File: config.mk
export PLATFORM = sky130hd
export DESIGN_NAME = command_line_tokenizer_flat
export DESIGN_NICKNAME = d
export VERILOG_FILES = /design/src/rtl/clt_pkg.sv /design/src/rtl/clt_if.sv /design/src/rtl/command_line_tokenizer.sv /design/src/rtl/clt_front.sv /design/src/rtl/clt_queue.sv /design/src/rtl/clt_back.sv /design/src/flat_wrapper.sv
export SDC_FILE = /design/constraint.sdc
export NUM_CORES = 1
export LEC_CHECK = 0
export BUFFER_PORTS_ARGS = -buffer_cell sky130_fd_sc_hd__clkbuf_2
export CAP_MARGIN = 10
export CORE_MARGIN = 2
export CORE_UTILIZATION = 53
export CTS_CLUSTER_DIAMETER = 40
export DETAILED_ROUTE_END_ITERATION = 10
export PLACE_DENSITY = 0.77
export SLEW_MARGIN = 40
export SYNTH_ARGS = -nofsm -noshare
export SYNTH_HDL_FRONTEND = slang
export SYNTH_HIERARCHICAL = 1
export SYNTH_SLANG_ARGS = --single-unit
File: constraint.sdc
create_clock -name i_clk -period 2.7 [get_ports i_clk]
set_clock_uncertainty 0.2 [all_clocks]
set_input_delay 0.135 -clock i_clk [delete_from_list [all_inputs] [get_ports i_clk]]
set_output_delay 0.135 -clock i_clk [all_outputs]
set_load 0.005 [all_outputs]
File: src/rtl/clt_pkg.sv
// shared types, character constants and codes of the command line tokenizer
package clt_pkg;

    localparam int unsigned QUEUE_DEPTH_DEF = 2;

    localparam logic [7:0] CH_NUL    = 8'd0;
    localparam logic [7:0] CH_TAB    = 8'd9;
    localparam logic [7:0] CH_LF     = 8'd10;
    localparam logic [7:0] CH_CR     = 8'd13;
    localparam logic [7:0] CH_SPACE  = 8'd32;
    localparam logic [7:0] CH_QUOTE  = 8'd34;
    localparam logic [7:0] CH_LPAREN = 8'd40;
    localparam logic [7:0] CH_RPAREN = 8'd41;
    localparam logic [7:0] CH_STAR   = 8'd42;
    localparam logic [7:0] CH_DOT    = 8'd46;
    localparam logic [7:0] CH_ZERO   = 8'd48;
    localparam logic [7:0] CH_NINE   = 8'd57;
    localparam logic [7:0] CH_SEMI   = 8'd59;
    localparam logic [7:0] CH_EQUALS = 8'd61;
    localparam logic [7:0] CH_UPPER_A = 8'd65;
    localparam logic [7:0] CH_UPPER_Z = 8'd90;
    localparam logic [7:0] CH_LOWER_A = 8'd97;
    localparam logic [7:0] CH_LOWER_Z = 8'd122;
    localparam logic [7:0] CASE_OFFSET = 8'd32;

    typedef enum logic [3:0] {
        CLS_EOC,
        CLS_LETTER,
        CLS_DIGIT,
        CLS_DOT,
        CLS_QUOTE,
        CLS_LPAREN,
        CLS_RPAREN,
        CLS_EQUALS,
        CLS_STAR,
        CLS_SPACE,
        CLS_SEMI,
        CLS_OTHER
    } t_cls;

    typedef enum logic [2:0] {
        MODE_IDLE,
        MODE_WORD,
        MODE_NUMBER,
        MODE_STRING,
        MODE_PAREN,
        MODE_CLOSED,
        MODE_ERROR
    } t_mode;

    typedef enum logic [2:0] {
        KIND_NONE,
        KIND_WORD,
        KIND_NUMBER,
        KIND_STRING,
        KIND_PAREN,
        KIND_EQUALS,
        KIND_STAR
    } t_kind;

    typedef enum logic [1:0] {
        ERR_NONE,
        ERR_OPEN_STRING,
        ERR_PAREN,
        ERR_SYMBOL
    } t_err;

    // one classified byte as it sits in the queue
    typedef struct packed {
        logic [7:0] chr;
        t_cls       cls;
    } t_entry;

    typedef struct packed {
        logic   valid;
        t_entry entry;
    } t_push;

    typedef struct packed {
        logic   empty;
        t_entry entry;
    } t_head;

endpackage

File: src/rtl/clt_if.sv
// handshake interfaces for the byte input and the token result channels
interface clt_in_if;
    logic       valid;
    logic       ready;
    logic [7:0] char_in;
    logic       end_of_input;

    modport source (output valid, output char_in, output end_of_input, input ready);
    modport sink (input valid, input char_in, input end_of_input, output ready);
endinterface

interface clt_out_if;
    logic       valid;
    logic       ready;
    logic [7:0] char_out;
    logic       take_char;
    logic [2:0] token_kind;
    logic       token_begins;
    logic       token_closed_before;
    logic [1:0] error_code;
    logic       command_done;

    modport source (
        output valid, output char_out, output take_char, output token_kind,
        output token_begins, output token_closed_before, output error_code,
        output command_done, input ready
    );
    modport sink (
        input valid, input char_out, input take_char, input token_kind,
        input token_begins, input token_closed_before, input error_code,
        input command_done, output ready
    );
endinterface

File: src/rtl/command_line_tokenizer.sv
// command line tokenizer: one byte in, one result beat out per cycle while the result side is not stalled
// an accepted beat is first written into the byte queue, then its result is registered in the back end
// throughput: one beat per cycle unless the result side stalls, set by the lexer step in the back end
// the byte queue lets input keep flowing while the result register is stalled, until the queue is full
// reset (synchronous, active low) empties the queue and returns the lexer to idle
module command_line_tokenizer
    import clt_pkg::*;
#(
    parameter int unsigned QUEUE_DEPTH = QUEUE_DEPTH_DEF
) (
    input  logic      i_clk,
    input  logic      i_rst_n,
    clt_in_if.sink    i_in,
    clt_out_if.source o_out
);

    t_push w_push;
    t_head w_head;
    logic  w_full;
    logic  w_pop;

    clt_front u_front (
        .i_in   (i_in),
        .i_full (w_full),
        .o_push (w_push)
    );

    clt_queue #(
        .DEPTH (QUEUE_DEPTH)
    ) u_queue (
        .i_clk   (i_clk),
        .i_rst_n (i_rst_n),
        .i_push  (w_push),
        .i_pop   (w_pop),
        .o_full  (w_full),
        .o_head  (w_head)
    );

    clt_back u_back (
        .i_clk   (i_clk),
        .i_rst_n (i_rst_n),
        .i_head  (w_head),
        .o_pop   (w_pop),
        .o_out   (o_out)
    );

endmodule

File: src/rtl/clt_front.sv
// front end: accepts input beats, upper-cases and classifies each byte
module clt_front
    import clt_pkg::*;
(
    clt_in_if.sink i_in,
    input  logic   i_full,
    output t_push  o_push
);

    logic [7:0] w_upper;
    t_cls       w_cls;

    always_comb begin
        if (i_in.char_in >= CH_LOWER_A && i_in.char_in <= CH_LOWER_Z) begin
            w_upper = i_in.char_in - CASE_OFFSET;
        end else begin
            w_upper = i_in.char_in;
        end
    end

    always_comb begin
        if (i_in.end_of_input || i_in.char_in == CH_NUL) begin
            w_cls = CLS_EOC;
        end else if (w_upper >= CH_UPPER_A && w_upper <= CH_UPPER_Z) begin
            w_cls = CLS_LETTER;
        end else if (w_upper >= CH_ZERO && w_upper <= CH_NINE) begin
            w_cls = CLS_DIGIT;
        end else if (w_upper == CH_SPACE || w_upper == CH_CR || w_upper == CH_LF
                     || w_upper == CH_TAB) begin
            w_cls = CLS_SPACE;
        end else if (w_upper == CH_DOT) begin
            w_cls = CLS_DOT;
        end else if (w_upper == CH_QUOTE) begin
            w_cls = CLS_QUOTE;
        end else if (w_upper == CH_LPAREN) begin
            w_cls = CLS_LPAREN;
        end else if (w_upper == CH_RPAREN) begin
            w_cls = CLS_RPAREN;
        end else if (w_upper == CH_EQUALS) begin
            w_cls = CLS_EQUALS;
        end else if (w_upper == CH_STAR) begin
            w_cls = CLS_STAR;
        end else if (w_upper == CH_SEMI) begin
            w_cls = CLS_SEMI;
        end else begin
            w_cls = CLS_OTHER;
        end
    end

    assign i_in.ready = !i_full;

    always_comb begin
        o_push.valid     = i_in.valid && !i_full;
        o_push.entry.cls = w_cls;
        // end of command carries no byte
        o_push.entry.chr = (w_cls == CLS_EOC) ? CH_NUL : w_upper;
    end

endmodule

File: src/rtl/clt_queue.sv
// short queue of classified bytes between front and back end
module clt_queue
    import clt_pkg::*;
#(
    parameter int unsigned DEPTH = QUEUE_DEPTH_DEF
) (
    input  logic  i_clk,
    input  logic  i_rst_n,
    input  t_push i_push,
    input  logic  i_pop,
    output logic  o_full,
    output t_head o_head
);

    localparam int unsigned PW = (DEPTH > 1) ? $clog2(DEPTH) : 1;
    localparam int unsigned CW = $clog2(DEPTH + 1);
    localparam logic [PW-1:0] LAST = PW'(DEPTH - 1);

    t_entry        r_mem [DEPTH];
    logic [PW-1:0] r_wr_ptr;
    logic [PW-1:0] r_rd_ptr;
    logic [CW-1:0] r_count;
    logic [PW-1:0] n_wr_ptr;
    logic [PW-1:0] n_rd_ptr;
    logic [CW-1:0] n_count;

    always_comb begin
        n_wr_ptr = r_wr_ptr;
        n_rd_ptr = r_rd_ptr;
        n_count  = r_count;
        if (i_push.valid) begin
            n_wr_ptr = (r_wr_ptr == LAST) ? '0 : r_wr_ptr + 1'b1;
        end
        if (i_pop) begin
            n_rd_ptr = (r_rd_ptr == LAST) ? '0 : r_rd_ptr + 1'b1;
        end
        if (i_push.valid && !i_pop) begin
            n_count = r_count + 1'b1;
        end else if (!i_push.valid && i_pop) begin
            n_count = r_count - 1'b1;
        end
    end

    always_ff @(posedge i_clk) begin
        if (!i_rst_n) begin
            r_wr_ptr <= '0;
            r_rd_ptr <= '0;
            r_count  <= '0;
        end else begin
            r_wr_ptr <= n_wr_ptr;
            r_rd_ptr <= n_rd_ptr;
            r_count  <= n_count;
        end
    end

    always_ff @(posedge i_clk) begin
        if (i_push.valid) begin
            r_mem[r_wr_ptr] <= i_push.entry;
        end
    end

    assign o_full       = (r_count == CW'(DEPTH));
    assign o_head.empty = (r_count == '0);
    assign o_head.entry = r_mem[r_rd_ptr];

endmodule

File: src/rtl/clt_back.sv
// back end: lexer state machine and registered result beat
module clt_back
    import clt_pkg::*;
(
    input  logic    i_clk,
    input  logic    i_rst_n,
    input  t_head   i_head,
    output logic    o_pop,
    clt_out_if.source o_out
);

    typedef struct packed {
        logic  take;
        logic  raise;
        t_mode mode;
        t_kind kind;
    } t_start;

    typedef struct packed {
        logic [7:0] chr;
        logic       take;
        t_kind      kind;
        logic       begins;
        logic       closed;
        t_err       err;
        logic       done;
    } t_res;

    t_mode r_mode;
    t_mode n_mode;
    t_kind r_kind;
    t_kind n_kind;
    t_err  r_err;
    t_err  n_err;
    logic  r_out_valid;
    logic  n_out_valid;
    t_res  r_res;
    t_res  n_res;
    t_cls  w_cls;
    t_start w_start;

    // what a byte does when no token is open
    function automatic t_start start_token(input t_cls cls);
        t_start s;
        s.take  = 1'b1;
        s.raise = 1'b0;
        s.mode  = MODE_IDLE;
        s.kind  = KIND_NONE;
        unique case (cls)
            CLS_LETTER: begin
                s.mode = MODE_WORD;
                s.kind = KIND_WORD;
            end
            CLS_DIGIT: begin
                s.mode = MODE_NUMBER;
                s.kind = KIND_NUMBER;
            end
            CLS_QUOTE: begin
                s.mode = MODE_STRING;
                s.kind = KIND_STRING;
            end
            CLS_LPAREN: begin
                s.mode = MODE_PAREN;
                s.kind = KIND_PAREN;
            end
            CLS_EQUALS: begin
                s.mode = MODE_CLOSED;
                s.kind = KIND_EQUALS;
            end
            CLS_STAR: begin
                s.mode = MODE_CLOSED;
                s.kind = KIND_STAR;
            end
            CLS_SPACE, CLS_SEMI: begin
                s.take = 1'b0;
            end
            default: begin
                s.take  = 1'b0;
                s.raise = 1'b1;
                s.mode  = MODE_ERROR;
            end
        endcase
        return s;
    endfunction

    assign w_cls   = i_head.entry.cls;
    assign w_start = start_token(w_cls);
    assign o_pop   = !i_head.empty && (!r_out_valid || o_out.ready);

    // next state
    always_comb begin
        n_mode = r_mode;
        n_kind = r_kind;
        n_err  = r_err;
        if (w_cls == CLS_EOC) begin
            n_mode = MODE_IDLE;
            n_kind = KIND_NONE;
            n_err  = ERR_NONE;
        end else begin
            unique case (r_mode)
                MODE_ERROR: begin
                end
                MODE_WORD: begin
                    if (w_cls != CLS_LETTER && w_cls != CLS_DIGIT) begin
                        n_mode = w_start.mode;
                        n_kind = w_start.kind;
                        if (w_start.raise) begin
                            n_err = ERR_SYMBOL;
                        end
                    end
                end
                MODE_NUMBER: begin
                    if (w_cls != CLS_DIGIT && w_cls != CLS_DOT) begin
                        n_mode = w_start.mode;
                        n_kind = w_start.kind;
                        if (w_start.raise) begin
                            n_err = ERR_SYMBOL;
                        end
                    end
                end
                MODE_STRING: begin
                    if (w_cls == CLS_QUOTE) begin
                        n_mode = MODE_CLOSED;
                    end
                end
                MODE_PAREN: begin
                    if (w_cls == CLS_RPAREN) begin
                        n_mode = MODE_CLOSED;
                    end else if (w_cls != CLS_SPACE && w_cls != CLS_DIGIT) begin
                        n_mode = MODE_ERROR;
                        n_kind = KIND_NONE;
                        n_err  = ERR_PAREN;
                    end
                end
                default: begin
                    n_mode = w_start.mode;
                    n_kind = w_start.kind;
                    if (w_start.raise) begin
                        n_err = ERR_SYMBOL;
                    end
                end
            endcase
        end
    end

    // result of the byte at the queue head
    always_comb begin
        n_res.chr    = i_head.entry.chr;
        n_res.take   = 1'b0;
        n_res.begins = 1'b0;
        n_res.closed = 1'b0;
        n_res.done   = 1'b0;
        n_res.err    = n_err;
        if (w_cls == CLS_EOC) begin
            n_res.done   = 1'b1;
            n_res.closed = (r_mode == MODE_WORD) || (r_mode == MODE_NUMBER)
                           || (r_mode == MODE_CLOSED);
            n_res.err    = r_err;
            if (r_err == ERR_NONE) begin
                if (r_mode == MODE_STRING) begin
                    n_res.err = ERR_OPEN_STRING;
                end else if (r_mode == MODE_PAREN) begin
                    n_res.err = ERR_PAREN;
                end
            end
        end else begin
            unique case (r_mode)
                MODE_ERROR: begin
                end
                MODE_WORD: begin
                    if (w_cls == CLS_LETTER || w_cls == CLS_DIGIT) begin
                        n_res.take = 1'b1;
                    end else begin
                        n_res.closed = 1'b1;
                        n_res.take   = w_start.take;
                        n_res.begins = w_start.take;
                    end
                end
                MODE_NUMBER: begin
                    if (w_cls == CLS_DIGIT || w_cls == CLS_DOT) begin
                        n_res.take = 1'b1;
                    end else begin
                        n_res.closed = 1'b1;
                        n_res.take   = w_start.take;
                        n_res.begins = w_start.take;
                    end
                end
                MODE_STRING: begin
                    n_res.take = 1'b1;
                end
                MODE_PAREN: begin
                    n_res.take = (w_cls == CLS_DIGIT) || (w_cls == CLS_RPAREN);
                end
                MODE_CLOSED: begin
                    n_res.closed = 1'b1;
                    n_res.take   = w_start.take;
                    n_res.begins = w_start.take;
                end
                default: begin
                    n_res.take   = w_start.take;
                    n_res.begins = w_start.take;
                end
            endcase
        end
        n_res.kind = n_res.take ? n_kind : KIND_NONE;
    end

    always_comb begin
        n_out_valid = r_out_valid;
        if (o_pop) begin
            n_out_valid = 1'b1;
        end else if (o_out.ready) begin
            n_out_valid = 1'b0;
        end
    end

    always_ff @(posedge i_clk) begin
        if (!i_rst_n) begin
            r_mode      <= MODE_IDLE;
            r_kind      <= KIND_NONE;
            r_err       <= ERR_NONE;
            r_out_valid <= 1'b0;
        end else begin
            r_out_valid <= n_out_valid;
            if (o_pop) begin
                r_mode <= n_mode;
                r_kind <= n_kind;
                r_err  <= n_err;
            end
        end
    end

    always_ff @(posedge i_clk) begin
        if (o_pop) begin
            r_res <= n_res;
        end
    end

    assign o_out.valid               = r_out_valid;
    assign o_out.char_out            = r_res.chr;
    assign o_out.take_char           = r_res.take;
    assign o_out.token_kind          = r_res.kind;
    assign o_out.token_begins        = r_res.begins;
    assign o_out.token_closed_before = r_res.closed;
    assign o_out.error_code          = r_res.err;
    assign o_out.command_done        = r_res.done;

endmodule

File: src/flat_wrapper.sv
// flat-port wrapper written by rule: the top's interface ports become plain ports
module command_line_tokenizer_flat import clt_pkg::*;
#(
    parameter int unsigned QUEUE_DEPTH = QUEUE_DEPTH_DEF
)
  (i_clk, i_rst_n, i_in_valid, i_in_char_in, i_in_end_of_input, i_in_ready, o_out_valid, o_out_char_out, o_out_take_char, o_out_token_kind, o_out_token_begins, o_out_token_closed_before, o_out_error_code, o_out_command_done, o_out_ready);
  clt_in_if i_in_i ();
  clt_out_if o_out_i ();
  input  logic i_clk;
  input  logic i_rst_n;
  input wire logic [$bits(i_in_i.valid)-1:0] i_in_valid;
  input wire logic [$bits(i_in_i.char_in)-1:0] i_in_char_in;
  input wire logic [$bits(i_in_i.end_of_input)-1:0] i_in_end_of_input;
  output wire logic [$bits(i_in_i.ready)-1:0] i_in_ready;
  output wire logic [$bits(o_out_i.valid)-1:0] o_out_valid;
  output wire logic [$bits(o_out_i.char_out)-1:0] o_out_char_out;
  output wire logic [$bits(o_out_i.take_char)-1:0] o_out_take_char;
  output wire logic [$bits(o_out_i.token_kind)-1:0] o_out_token_kind;
  output wire logic [$bits(o_out_i.token_begins)-1:0] o_out_token_begins;
  output wire logic [$bits(o_out_i.token_closed_before)-1:0] o_out_token_closed_before;
  output wire logic [$bits(o_out_i.error_code)-1:0] o_out_error_code;
  output wire logic [$bits(o_out_i.command_done)-1:0] o_out_command_done;
  input wire logic [$bits(o_out_i.ready)-1:0] o_out_ready;
  assign i_in_i.valid = i_in_valid;
  assign i_in_i.char_in = i_in_char_in;
  assign i_in_i.end_of_input = i_in_end_of_input;
  assign i_in_ready = i_in_i.ready;
  assign o_out_valid = o_out_i.valid;
  assign o_out_char_out = o_out_i.char_out;
  assign o_out_take_char = o_out_i.take_char;
  assign o_out_token_kind = o_out_i.token_kind;
  assign o_out_token_begins = o_out_i.token_begins;
  assign o_out_token_closed_before = o_out_i.token_closed_before;
  assign o_out_error_code = o_out_i.error_code;
  assign o_out_command_done = o_out_i.command_done;
  assign o_out_i.ready = o_out_ready;
  command_line_tokenizer #(.QUEUE_DEPTH(QUEUE_DEPTH)) u_core (.i_clk(i_clk), .i_rst_n(i_rst_n), .i_in(i_in_i), .o_out(o_out_i));
endmodule
==> metrics.md <==
| Metric | Value |
|---|---|
| Syn_area_per_cell | 10.84 sq um |
| Count of flip-flops with a built-in enable after synthesis | 41 |
| Mapped Cells | 280 |
| Final cycle utilization of the critical path | 94.49% |
| RD Place Congestion | roughly 0.99 |
| Core ar. | 0.005507 sq mm |
| Worst Path Max Fanout | 8 |
| Ys Warns | 6 |
| Num Clock Sinks | 55 |
| Vias in the first global route | 2124 |
| Fin. max-slew vios | 0 |
| H-tree depth | 2 |
| Sink of the worst hold path | u_core/u_back/r_err[0] |
| Detailed Route WL | 5846 um |
| CTS Root Cell | clkbuf_8 |
| Wirelength per Cell | 15.26 um |
| Setup tns final | 0 ps |
| Hold Path Class | in2reg |
| Synth unique cells | 70 |
| Initial antenna violation count | 0 |
| Startpoint Class | flip-flop |
| Utilization after layout | approximately 61% |
| Worst path required time | 2580 ps |
| TritonRoute pass-1 iters | 4 |
| Worst hold start | i_rst_n |
| Synth cell count leaders | edfxtp_1, nor2_1, o21ai_0 |
| Syn nets | 295 |
| Fin crit period | 2551 ps |
| Top-count cell post-synth | edfxtp_1 |
| RSZ-0062 raised after global routing | no |
| LEAKAGE | around 1.2 nW |
| Multi-input logic area | ~0.0014 sq mm |
| Pwr Density | ~940 mW/mm^2 |
| Site Rows | 27 |
| Placed cells | about 370 |
| Post CTS Setup Buffer Count | 0 |
| Final hold viol count | 0 |
| FF/Latch Area | about 0.0015 sq mm |
| Total number of vias | 2210 |
| Global-route wire length before repair | 9770 um |
| CP arrival | about 2400 ps |
| Clock transition at path regs | roughly 110 ps |
| Max-cap violations | 0 |
| Top-area cell type share of the netlist area | 40.58% |
| 1st-iter DRT viols | ~170 |
| Die Wd | 79.66 um |
| Fin worst setup slack | about 150 ps |
| # diodes | 0 |
| Crit Path Class | reg2reg |
| Peak supply drop | 390.2 uV |
| Synth Cell Area | 0.003034 sq mm |
| Slew @ Worst Pin | a little under 600 ps |
| Status | completed |
| Seq cells post-synth | 55 |
| Cell Count, Final, Fillers Out | 383 |
| Worst reg-to-reg path cell count | 7 |
| Synth area leader | edfxtp_1 |
| Peak Freq | 0.3920 GHz |
| Share of cells above drive strength 1 | 24.76% |
| Final ANT Viol Nets | 0 |
| I/O Buffers | 31 |
| CTS tree | built |
| Prevailing post-synth register cell | edfxtp_1 |
| Chip height | about 80 um |
| Hold Path Stages | 3 |
| DR DRC count | 0 |
| IO Pins | 32 |
| Clk Latency, worst-skew pair | 310 ps |
| Synth async-reset ratio | 0% |
| Pin count of the biggest net entering global routing | 21 |
| Cts bufs inserted | 5 |
| Worst R2R End | u_core/u_back/o_out.token_kind[2] |
| Via density | slightly below 6 |
| Die area | 0.006346 sq mm |
| R2R setup slack | 150 ps |
| DP Worst Slack | between 150 and 200 ps |
| Area growth syn-to-layout | 9.897% |
| Hpwl dp | 4098 um |
| Layout Nets | 325 |
| Share of the yosys chip area belonging to registers | 49.81% |
| CTS max path bufs | 2 |
| Total congestion overflow | 0 |
| Max_slew headroom | 60.58% |
| Final Setup Violations | 0 |
| Filler Cell Count | ~460 |
| Starting Density | 55.10% |
| Ranking of synthesized cells by area | edfxtp_1, dfxtp_1, mux2_2 |
| CP Capture Type | flip-flop |
| Overall Global Routing Usage | 19.86% |
-- final cells by class --
cell class / instances / area share, %
tap: 72 / 2.702
clock buffer: 5 / 2.064
multi-input combinational: 196 / 40.60
sequential: 55 / 45.33
clock inverter: 3 / 0.8255
timing repair buffer: 40 / 6.754
inverter: 12 / 1.726
-- report_power, final --
part / internal (mW) / switching, mW
logic: 0.565 / 0.727
clock network: 0.193 / 0.283
registers: 1.23 / 0.133
total: 1.99 / 1.14
-- flip-flops by register name, summed over array words and instances, names as in the netlist, named ones only --
| register | count |
|---|---|
| u_core/u_queue/r_rd_ptr | 1 |
| u_core/u_back/o_out.valid | 1 |
| u_core/u_queue/r_wr_ptr | 1 |
| u_core/u_back/o_out.command_done | 1 |
| u_core/u_back/o_out.error_code | 2 |
| u_core/u_back/o_out.token_begins | 1 |
| u_core/u_back/o_out.token_closed_before | 1 |
| u_core/u_back/o_out.char_out | 8 |
| u_core/u_queue/r_mem | 24 |
| u_core/u_back/r_kind | 3 |
| u_core/u_back/r_mode | 3 |
| u_core/u_queue/r_count | 2 |
| u_core/u_back/r_err | 2 |
| u_core/u_back/o_out.token_kind | 3 |
| u_core/u_back/o_out.take_char | 1 |
-- layer usage --
layer | routed length, um | vias up | share of wire [%] | GRT usage, %
met2 | 2825 | 64 | 48 | 32.77
li1 | - | 1098 | - | -
met1 | 2713 | 1038 | 46 | 26.22
met5 | 0 | - | 0 | 0
met3 | 215 | 10 | 3.7 | 3.733
met4 | 91 | 0 | 1.6 | 6.897
-- stage by stage --
stage / total power [mW] / instance area (sq um) / hold WS [ps]
finish: 3.133 / 3334 / 12.60
global route: 3.351 / 3334 / 35.32
CTS: 3.137 / 3328 / 8.481
detailed placement: 2.661 / 3222 / 249.1
global placement: 2.642 / 3222 / 239.6
floorplan: 2.305 / 3034 / 52.51
-- what timing repair did --
item                                    CTS  global route
endpoints found under the hold margin     1             0
endpoints found under the setup margin    0             1
hold buffers                              1             0
gates resized for setup                   0             1
-- cell families (layout without fill, tap and decap cells) --
group	Yosys count	count (layout)	synth area share (%)
AO/OA/AOI/OAI	69	69	15.96
adder cells (fa/ha/maj)	3	3	1.155
flip-flops	55	55	49.81
XOR/XNOR	5	5	1.443
multiplexers	16	16	5.814
AND/OR/NAND/NOR	103	103	20.04
buffers and inverters	29	60	5.773
-- critical path, cell delays in order, from the launching register on --
cell and delay, ps:
dfxtp_1 460, mux2_2 380, or3_4 410, or2_1 390, clkinv_8 120, a31oi_2 50
o2bb2ai_1 150, and2_1 160
-- worst max path at each step --
stage	startpoint	end	cells after the start
final	flip-flop	u_core/u_back/o_out.token_kind[2]	7
after global routing	flip-flop	u_core/u_back/r_mode[0]	7
after CTS	flip-flop	u_core/u_back/o_out.token_kind[2]	7
after detailed placement	flip-flop	u_core/u_back/o_out.error_code[0]	7
after global placement	flip-flop	u_core/u_back/o_out.error_code[0]	7
after floorplan	flip-flop	u_core/u_back/o_out.token_kind[2]	10
-- cells in the final DEF (no fill, tap or decap), types with 4 or more instances in the layout --
cell type and instances:
nand2_1 12, a31oi_1 4, nor2_1 20, a21oi_1 14
nand2b_1 10, nor2b_1 11, or3_1 4, buf_4 8
edfxtp_1 41, and2_1 7, xor2_1 4, mux2_2 13
clkbuf_8 5, dfxtp_1 14, nor3_1 9, inv_1 11
o21ai_0 17, clkbuf_2 31, nor3b_1 4, nand3_1 4
(Power assumes the default switching activity.)
